===== config.mk =====
export PLATFORM = sky130hd
export DESIGN_NAME = led_pixel_frame_encoder
export DESIGN_NICKNAME = d
export VERILOG_FILES = /design/src/hw/rtl/lpfe_pkg.sv /design/src/hw/rtl/lpfe_front.sv /design/src/hw/rtl/lpfe_queue.sv /design/src/hw/rtl/lpfe_back.sv /design/src/hw/rtl/led_pixel_frame_encoder.sv
export SDC_FILE = /design/constraint.sdc
export NUM_CORES = 1
export LEC_CHECK = 0
export BUFFER_PORTS_ARGS = -buffer_cell sky130_fd_sc_hd__buf_4
export CAP_MARGIN = 20
export CELL_PAD_IN_SITES_DETAIL_PLACEMENT = 1
export CELL_PAD_IN_SITES_GLOBAL_PLACEMENT = 2
export CORE_MARGIN = 2
export CORE_UTILIZATION = 38
export CTS_CLUSTER_DIAMETER = 200
export DETAILED_ROUTE_END_ITERATION = 6
export PLACE_DENSITY_LB_ADDON = 0.25
export SYNTH_ARGS = -nofsm -noshare
export SYNTH_HDL_FRONTEND = slang
export SYNTH_SLANG_ARGS = --single-unit

===== constraint.sdc =====
create_clock -name clk -period 4 [get_ports clk]
set_input_delay 0.2 -clock clk [delete_from_list [all_inputs] [get_ports clk]]
set_output_delay 0.2 -clock clk [all_outputs]
set_load 0.01 [all_outputs]

===== src/hw/rtl/lpfe_pkg.sv =====
`timescale 1ns / 1ps
// ----------------------------------------------------------------------------
// lpfe_pkg
// Shared types and constants of the LED pixel frame encoder.
// ----------------------------------------------------------------------------
package lpfe_pkg;

  localparam int MAX_PIXELS = 1024;
  localparam int ADDR_W     = 16;
  localparam int CNT_W      = 5;
  localparam int REG_IDX_W  = 2;
  localparam int CFG_DATA_W = 8;
  localparam int QDEPTH     = 2;
  localparam int QPTR_W     = $clog2(QDEPTH);
  localparam int QCNT_W     = $clog2(QDEPTH + 1);

  typedef enum logic [2:0] {
    MODE_RTZ_RGB  = 3'd0,
    MODE_RTZ_GRBW = 3'd1,
    MODE_BYTE_RGB = 3'd2,
    MODE_BRIGHT   = 3'd3,
    MODE_FLAG     = 3'd4
  } mode_t;

  typedef enum logic [REG_IDX_W-1:0] {
    REG_PROTOCOL_MODE     = 2'd0,
    REG_LOW_CODE          = 2'd1,
    REG_HIGH_CODE         = 2'd2,
    REG_GLOBAL_BRIGHTNESS = 2'd3
  } reg_idx_t;

  localparam logic [CNT_W-1:0] LAST_RTZ_RGB  = 5'd23;
  localparam logic [CNT_W-1:0] LAST_RTZ_GRBW = 5'd31;
  localparam logic [CNT_W-1:0] LAST_BYTE3    = 5'd2;
  localparam logic [CNT_W-1:0] LAST_BYTE4    = 5'd3;

  localparam logic [ADDR_W-1:0] RTZ_OFFSET    = 16'd1;
  localparam logic [ADDR_W-1:0] HEADER_OFFSET = 16'd4;
  localparam logic [1:0]        FLAG_TOP      = 2'b11;

  typedef struct packed {
    logic [9:0] pixel_number;
    logic [7:0] red_level;
    logic [7:0] green_level;
    logic [7:0] blue_level;
    logic [7:0] white_level;
  } pix_in_t;

  typedef struct packed {
    logic [15:0] byte_address;
    logic [7:0]  byte_value;
    logic        last_write;
  } pix_out_t;

  // one pixel job handed from the front end to the write sequencer
  typedef struct packed {
    logic [ADDR_W-1:0] base_addr;
    logic [31:0]       payload;
    logic [CNT_W-1:0]  last_idx;
    logic              rtz;
    logic [7:0]        low_code;
    logic [7:0]        high_code;
  } job_t;

endpackage


===== src/hw/rtl/lpfe_front.sv =====
`timescale 1ns / 1ps
// ----------------------------------------------------------------------------
// lpfe_front
// Holds the configuration registers, accepts pixels and turns each in-range
// pixel of a defined mode into a job: address, byte or bit payload, write count.
// ----------------------------------------------------------------------------
module lpfe_front (
  input  logic                                clk,
  input  logic                                rst_n,
  input  logic                                cfg_wr_en,
  input  logic [lpfe_pkg::REG_IDX_W-1:0]      cfg_index,
  input  logic [lpfe_pkg::CFG_DATA_W-1:0]     cfg_wdata,
  input  logic                                in_valid,
  output logic                                in_stall,
  input  lpfe_pkg::pix_in_t                   in_word,
  input  logic                                q_full,
  output logic                                q_push,
  output lpfe_pkg::job_t                      q_job
);
  import lpfe_pkg::*;

  mode_t      mode_r;
  logic [7:0] low_code_r;
  logic [7:0] high_code_r;
  logic [7:0] bright_r;

  logic [ADDR_W-1:0] pix16;
  logic              in_range;
  logic              mode_ok;
  logic [7:0]        flag_byte;

  always_ff @(posedge clk) begin
    if (!rst_n) begin
      mode_r      <= MODE_RTZ_RGB;
      low_code_r  <= '0;
      high_code_r <= '0;
      bright_r    <= '0;
    end else if (cfg_wr_en) begin
      case (reg_idx_t'(cfg_index))
        REG_PROTOCOL_MODE:     mode_r      <= mode_t'(cfg_wdata[2:0]);
        REG_LOW_CODE:          low_code_r  <= cfg_wdata[7:0];
        REG_HIGH_CODE:         high_code_r <= cfg_wdata[7:0];
        REG_GLOBAL_BRIGHTNESS: bright_r    <= cfg_wdata[7:0];
        default: ;
      endcase
    end
  end

  assign pix16     = ADDR_W'(in_word.pixel_number);
  assign in_range  = 32'(in_word.pixel_number) < 32'(MAX_PIXELS);
  assign flag_byte = {FLAG_TOP, ~in_word.blue_level[7:6], ~in_word.green_level[7:6],
                      ~in_word.red_level[7:6]};

  always_comb begin
    q_job           = '0;
    q_job.low_code  = low_code_r;
    q_job.high_code = high_code_r;
    mode_ok         = 1'b1;
    case (mode_r)
      MODE_RTZ_RGB: begin
        q_job.base_addr = (pix16 << 4) + (pix16 << 3) + RTZ_OFFSET;
        q_job.payload   = {in_word.red_level, in_word.green_level, in_word.blue_level, 8'h00};
        q_job.last_idx  = LAST_RTZ_RGB;
        q_job.rtz       = 1'b1;
      end
      MODE_RTZ_GRBW: begin
        q_job.base_addr = (pix16 << 5) + RTZ_OFFSET;
        q_job.payload   = {in_word.green_level, in_word.red_level, in_word.blue_level,
                           in_word.white_level};
        q_job.last_idx  = LAST_RTZ_GRBW;
        q_job.rtz       = 1'b1;
      end
      MODE_BYTE_RGB: begin
        q_job.base_addr = (pix16 << 1) + pix16;
        q_job.payload   = {in_word.red_level, in_word.green_level, in_word.blue_level, 8'h00};
        q_job.last_idx  = LAST_BYTE3;
      end
      MODE_BRIGHT: begin
        q_job.base_addr = (pix16 << 2) + HEADER_OFFSET;
        q_job.payload   = {bright_r, in_word.red_level, in_word.green_level,
                           in_word.blue_level};
        q_job.last_idx  = LAST_BYTE4;
      end
      MODE_FLAG: begin
        q_job.base_addr = (pix16 << 2) + HEADER_OFFSET;
        q_job.payload   = {flag_byte, in_word.blue_level, in_word.green_level,
                           in_word.red_level};
        q_job.last_idx  = LAST_BYTE4;
      end
      default: begin
        mode_ok = 1'b0;
      end
    endcase
  end

  // pixels out of range or under an undefined mode are taken and dropped
  assign in_stall = q_full;
  assign q_push   = in_valid && !q_full && in_range && mode_ok;

endmodule


===== src/hw/rtl/lpfe_queue.sv =====
`timescale 1ns / 1ps
// ----------------------------------------------------------------------------
// lpfe_queue
// Short job queue between the front end and the write sequencer.
// ----------------------------------------------------------------------------
module lpfe_queue (
  input  logic            clk,
  input  logic            rst_n,
  input  logic            push,
  input  lpfe_pkg::job_t  push_job,
  output logic            full,
  input  logic            pop,
  output logic            not_empty,
  output lpfe_pkg::job_t  head_job
);
  import lpfe_pkg::*;

  job_t              entries_r [QDEPTH];
  logic [QPTR_W-1:0] wr_ptr_r;
  logic [QPTR_W-1:0] rd_ptr_r;
  logic [QCNT_W-1:0] count_r;
  logic [QCNT_W-1:0] count_nxt;

  assign full      = count_r == QCNT_W'(QDEPTH);
  assign not_empty = count_r != '0;
  assign head_job  = entries_r[rd_ptr_r];

  always_comb begin
    count_nxt = count_r;
    if (push && !pop) begin
      count_nxt = count_r + 1'b1;
    end else if (pop && !push) begin
      count_nxt = count_r - 1'b1;
    end
  end

  always_ff @(posedge clk) begin
    if (push) begin
      entries_r[wr_ptr_r] <= push_job;
    end
  end

  always_ff @(posedge clk) begin
    if (!rst_n) begin
      wr_ptr_r <= '0;
      rd_ptr_r <= '0;
      count_r  <= '0;
    end else begin
      if (push) begin
        wr_ptr_r <= (32'(wr_ptr_r) == QDEPTH - 1) ? '0 : wr_ptr_r + 1'b1;
      end
      if (pop) begin
        rd_ptr_r <= (32'(rd_ptr_r) == QDEPTH - 1) ? '0 : rd_ptr_r + 1'b1;
      end
      count_r <= count_nxt;
    end
  end

  a_no_push_full: assert property (@(posedge clk) disable iff (!rst_n) push |-> !full)
    else $error("push into full job queue");
  a_no_pop_empty: assert property (@(posedge clk) disable iff (!rst_n) pop |-> not_empty)
    else $error("pop from empty job queue");
  a_count_bound: assert property (@(posedge clk) disable iff (!rst_n)
    32'(count_r) <= QDEPTH)
    else $error("job queue count beyond depth");

endmodule


===== src/hw/rtl/lpfe_back.sv =====
`timescale 1ns / 1ps
// ----------------------------------------------------------------------------
// lpfe_back
// Write sequencer: steps through one job, one frame-buffer byte write per
// cycle while the output does not stall, into a registered output stage.
// ----------------------------------------------------------------------------
module lpfe_back (
  input  logic               clk,
  input  logic               rst_n,
  input  logic               q_not_empty,
  input  lpfe_pkg::job_t     q_head,
  output logic               q_pop,
  output logic               out_valid,
  input  logic               out_stall,
  output lpfe_pkg::pix_out_t out_word
);
  import lpfe_pkg::*;

  logic              busy_r;
  logic [ADDR_W-1:0] addr_r;
  logic [31:0]       payload_r;
  logic [CNT_W-1:0]  remain_r;
  logic              rtz_r;
  logic [7:0]        low_r;
  logic [7:0]        high_r;

  logic              out_valid_r;
  pix_out_t          out_word_r;

  logic              can_load;
  logic              emit;
  logic              emit_last;
  logic [7:0]        emit_value;

  assign can_load   = !out_valid_r || !out_stall;
  assign emit       = busy_r && can_load;
  assign emit_last  = remain_r == '0;
  assign emit_value = rtz_r ? (payload_r[31] ? high_r : low_r) : payload_r[31:24];
  assign q_pop      = q_not_empty && (!busy_r || (emit && emit_last));

  always_ff @(posedge clk) begin
    if (!rst_n) begin
      busy_r <= 1'b0;
    end else if (q_pop) begin
      busy_r <= 1'b1;
    end else if (emit && emit_last) begin
      busy_r <= 1'b0;
    end
  end

  always_ff @(posedge clk) begin
    if (q_pop) begin
      addr_r    <= q_head.base_addr;
      payload_r <= q_head.payload;
      remain_r  <= q_head.last_idx;
      rtz_r     <= q_head.rtz;
      low_r     <= q_head.low_code;
      high_r    <= q_head.high_code;
    end else if (emit) begin
      addr_r    <= addr_r + 1'b1;
      payload_r <= rtz_r ? {payload_r[30:0], 1'b0} : {payload_r[23:0], 8'h00};
      remain_r  <= remain_r - 1'b1;
    end
  end

  always_ff @(posedge clk) begin
    if (!rst_n) begin
      out_valid_r <= 1'b0;
    end else if (can_load) begin
      out_valid_r <= emit;
    end
  end

  always_ff @(posedge clk) begin
    if (emit) begin
      out_word_r.byte_address <= addr_r;
      out_word_r.byte_value   <= emit_value;
      out_word_r.last_write   <= emit_last;
    end
  end

  assign out_valid = out_valid_r;
  assign out_word  = out_word_r;

  a_stay_busy: assert property (@(posedge clk) disable iff (!rst_n)
    (emit && !emit_last) |=> busy_r)
    else $error("sequencer left a job before its last write");
  a_byte_count: assert property (@(posedge clk) disable iff (!rst_n)
    (busy_r && !rtz_r) |-> (remain_r <= LAST_BYTE4))
    else $error("byte job count out of range");
  a_last_flag: assert property (@(posedge clk) disable iff (!rst_n)
    (emit && emit_last) |=> (out_valid_r && out_word_r.last_write))
    else $error("final write not flagged");
  a_no_pop_busy: assert property (@(posedge clk) disable iff (!rst_n)
    (busy_r && !emit) |-> !q_pop)
    else $error("job loaded over an unfinished one");

endmodule


===== src/hw/rtl/led_pixel_frame_encoder.sv =====
`timescale 1ns / 1ps
// ----------------------------------------------------------------------------
// led_pixel_frame_encoder
// Turns one pixel into the frame-buffer byte writes of the selected LED
// protocol.
// ----------------------------------------------------------------------------
// Each accepted pixel produces one byte write per cycle on the result side
// while the output does not stall: 24 writes in rtz rgb mode, 32 in rtz
// grbw mode, 3 in three-byte mode and 4 in the two header modes. The front
// end takes a pixel every cycle while the two-entry job queue has room, so
// pixels queue up while earlier writes drain, and the sequencer moves from
// one pixel's last write to the next pixel's first with no gap when the next
// pixel is already queued. Pixels at or beyond the strip length, or sent
// under an undefined mode, are taken while the queue has room and give no
// writes. Configuration may be written only while no pixel is in flight.
module led_pixel_frame_encoder (
  input  logic                            clk,
  input  logic                            rst_n,
  input  logic                            cfg_wr_en,
  input  logic [lpfe_pkg::REG_IDX_W-1:0]  cfg_index,
  input  logic [lpfe_pkg::CFG_DATA_W-1:0] cfg_wdata,
  input  logic                            in_valid,
  output logic                            in_stall,
  input  lpfe_pkg::pix_in_t               in_word,
  output logic                            out_valid,
  input  logic                            out_stall,
  output lpfe_pkg::pix_out_t              out_word
);
  import lpfe_pkg::*;

  logic q_push;
  logic q_full;
  logic q_pop;
  logic q_not_empty;
  job_t push_job;
  job_t head_job;

  lpfe_front u_front (
    .clk       (clk),
    .rst_n     (rst_n),
    .cfg_wr_en (cfg_wr_en),
    .cfg_index (cfg_index),
    .cfg_wdata (cfg_wdata),
    .in_valid  (in_valid),
    .in_stall  (in_stall),
    .in_word   (in_word),
    .q_full    (q_full),
    .q_push    (q_push),
    .q_job     (push_job)
  );

  lpfe_queue u_queue (
    .clk       (clk),
    .rst_n     (rst_n),
    .push      (q_push),
    .push_job  (push_job),
    .full      (q_full),
    .pop       (q_pop),
    .not_empty (q_not_empty),
    .head_job  (head_job)
  );

  lpfe_back u_back (
    .clk         (clk),
    .rst_n       (rst_n),
    .q_not_empty (q_not_empty),
    .q_head      (head_job),
    .q_pop       (q_pop),
    .out_valid   (out_valid),
    .out_stall   (out_stall),
    .out_word    (out_word)
  );

endmodule


==> flow_metrics.tcl <==
set metrics [dict create \
    firstDrtPassIters 4 \
    cts_max_level 1 \
    clkTransAtPathRegs_ns 0.06 \
    tightestPinTransition_ns 0.870 \
    ys.flop_type "edfxtp_1" \
    finalWirelength_um 30300 \
    clk_latency_ns 0.54 \
    power_switching_mw 2.97 \
    post_cts_buffers 0 \
    ir_drop_mv 0.317 \
    combPwrFrac_pct 25.2 \
    cp_top_family "compound AO/OA/AOI/OAI gates" \
    gp_congestion 0.868 \
    track_usage_pct 18.3 \
    num_antenna_cells 0 \
    gr-total-overflow 0 \
    arrival_ns 3.15 \
    final_cells 1450 \
    path_max_fanout 22 \
    multi_input_comb_area_sq_um 4220 \
    layout_common_cells "231 x edfxtp_1, 97 x mux2i_1, 94 x buf_4" \
    cap_violations 0 \
    fp-row-count 65 \
    p_leak_nw 5.08 \
    die_w_um 182 \
    vias 7785 \
    cts_tree "done" \
    via_per_inst 5.37 \
    ys_seq_area_share_pct 63.1 \
    cpPeakStageDelay_ns 0.65 \
    p_clk_share_pct 27.6 \
    status "complete, no violations" \
    drive_above_1_share_pct 16.0 \
    cts.sinks 265 \
    clockRootBuffer "clkbuf_16" \
    core_area_sq_um 31400 \
    end_kind "flip-flop" \
    synthArstFlopShare_pct 0 \
    intPower_mw 6.62 \
    ys_warn_count 0 \
    crit_chain "buf_4 > o21ai_0 > nand3b_1 > inv_1 > ha_1 > or3_1 > a21boi_0" \
    seqPwrFrac_pct 47.1 \
    synth_seq_cells 265 \
    n_fill_cell 3293 \
    max_freq_ghz 0.372 \
    synthesis.nets 1017 \
    dp_hpwl_um 20800 \
    path_buf_inv 2 \
    syn-cell-area_sq_um 12100 \
    crit_type "flip-flop to flip-flop" \
    layout_commonest_cell "edfxtp_1" \
    placed_cells 1391 \
    grt_pass1_vias 7940 \
    fin_crit_sh_pct 67.3 \
    cts.repair.resized 0 \
    grt_antenna_before_repair 1 \
    start_util_pct 38.4 \
    max-slew-margin-rel_pct 41.9 \
    maxSlewViolCount 0 \
    setup_tns_ns 0 \
    fin_skew_ns 0.0163 \
    worstPathRequired_ns 4.46 \
    start_kind "flip-flop" \
    regArea_sq_um 7620 \
    wl_per_cell_um 20.9 \
    p_sw_share_pct 31.0 \
    syn_avg_cell_area_sq_um 12.8 \
    cp_slowest_cell "o21ai_0" \
    io_buffers 83 \
    drc 0 \
    finalSetupViolCount 0 \
    hold_violations 0 \
    netlist_instances 946 \
    powerDensity_nw_per_um2 676 \
    io_pins 84 \
    dieArea_sq_um 33200 \
    min_path_type "input pin to flip-flop" \
    die_h_um 182 \
    grt_start_max_net_pins 70 \
    rsz0062_at_grt "no" \
    drt_iter0_drc 529 \
    synth-edff-count 231 \
    cts_buffers 28 \
    area_delta_synth_final_pct 17.7 \
    nets 1098 \
    grt_pass1_wl_um 47000 \
    clockBufferDepth 3 \
    fin_crit_ns 2.69 \
    ant_nets 0 \
    synth.distinct_cells 54 \
]
## cells in the mapped netlist, drive strengths merged, types with 9 or more instances
cell	number	area share, %
o22ai	15	0.78
a22oi	9	0.56
dfxtp	34	5.6
a21oi	79	3.3
mux2i	97	8.0
xor2	16	1.2
nor2b	76	4.0
nand3	21	0.87
o21ai	52	2.2
nand2	39	1.2
a211oi	41	2.6
nor2	51	1.6
clkbuf	42	1.3
buf	12	0.43
mux2	18	1.7
edfxtp	231	58
xnor2	14	1.0
inv	16	0.50
ha	13	1.3
## state kept, by name, indices dropped and copies added, names as in the netlist, named ones only
signal	flops
u_front.bright_r	8
u_front.low_code_r	8
u_queue.rd_ptr_r	1
u_back.busy_r	1
u_front.mode_r	3
u_back.low_r	8
u_back.payload_r	32
u_front.high_code_r	8
u_back.rtz_r	1
u_back.remain_r	5
u_queue.entries_r	136
u_back.out_valid	1
u_queue.wr_ptr_r	1
u_back.addr_r	16
u_queue.count_r	2
u_back.high_r	8
u_back.out_word	25
## worst reg2reg max path, stage by stage (launching register included)
cell and delay, ns:
dfxtp_1 0.36, buf_4 0.23, o21ai_0 0.66, nand3b_1 0.35, inv_1 0.16, ha_1 0.28
or3_1 0.38, a21boi_0 0.19
## routing by layer
metal	vias up	track usage, %	routed length [um]
li1	3715	-	-
met1	3875	28.1	15300
met2	157	27.8	13400
met3	38	1.96	1090
met4	0	4.10	532
met5	-	0	0
## power groups by stage
| stage | clock network, mW | logic [mW] | registers [mW] |
|---|---|---|---|
| finish | 2.65 | 2.42 | 4.52 |
| CTS | 2.70 | 2.46 | 4.54 |
| global placement | 0 | 2.39 | 4.56 |
| detailed placement | 0 | 2.44 | 4.60 |
| global route | 2.81 | 2.70 | 4.61 |
| floorplan | 0 | 1.63 | 4.45 |
## through the flow
| step | worst slack, ns | hold slack (ns) | util [%] | cell area [sq um] | total power, mW |
|---|---|---|---|---|---|
| 3_3_place_gp | 1.41 | 0.462 | 41.9 | 13200 | 6.95 |
| 5_1_grt | 1.15 | 0.0495 | 45.2 | 14200 | 10.1 |
| 2_1_floorplan | 0.395 | 0.328 | - | 12100 | 6.08 |
| 4_1_cts | 1.34 | 0.0287 | 45.2 | 14200 | 9.70 |
| 3_5_place_dp | 1.36 | 0.469 | 41.9 | 13200 | 7.03 |
| 6_report | 1.31 | 0.0470 | 45.2 | 14200 | 9.59 |
## timing repair
| item | 4_1_cts | 5_1_grt |
|---|---|---|
| setup endpoints to repair | 0 | 0 |
| hold buffers | 8 | 0 |
| hold endpoints to repair | 26 | 0 |
## cell families after synthesis
logic type / Yosys count / synth area share [%]
DFF: 265 / 63.1
AOI/OAI and AO/OA: 227 / 11.5
buffers and inverters: 70 / 2.23
adders and majority gates: 14 / 1.51
muxes: 115 / 9.73
xor gates and xnor gates: 30 / 2.18
and+or+nand+nor: 225 / 9.66
## path summary, 6_finish.rpt
path	start	to	slack (ns)	cells past startpoint
worst max register to register	u_front.mode_r[0]	u_queue.count_r[1]	1.31	7
worst min register to register	u_back.addr_r[15]	u_back.out_word[24]	0.48	0
worst max-delay path	u_front.mode_r[0]	u_queue.count_r[1]	1.31	7
worst min-delay path	in_word[24]	u_queue.entries_r[1][22]	0.05	3
## final cells by class
cell class                      count  area share [%]
Clock buffer                       37            5.40
Sequential cell                   265            53.7
Clock inverter                     14            1.26
Tap cell                          402            3.54
Inverter                           16           0.423
Timing Repair Buffer              105            5.96
Multi-Input combinational cell    611            29.7
No activity file was read; power rests on OpenSTA's default activity.
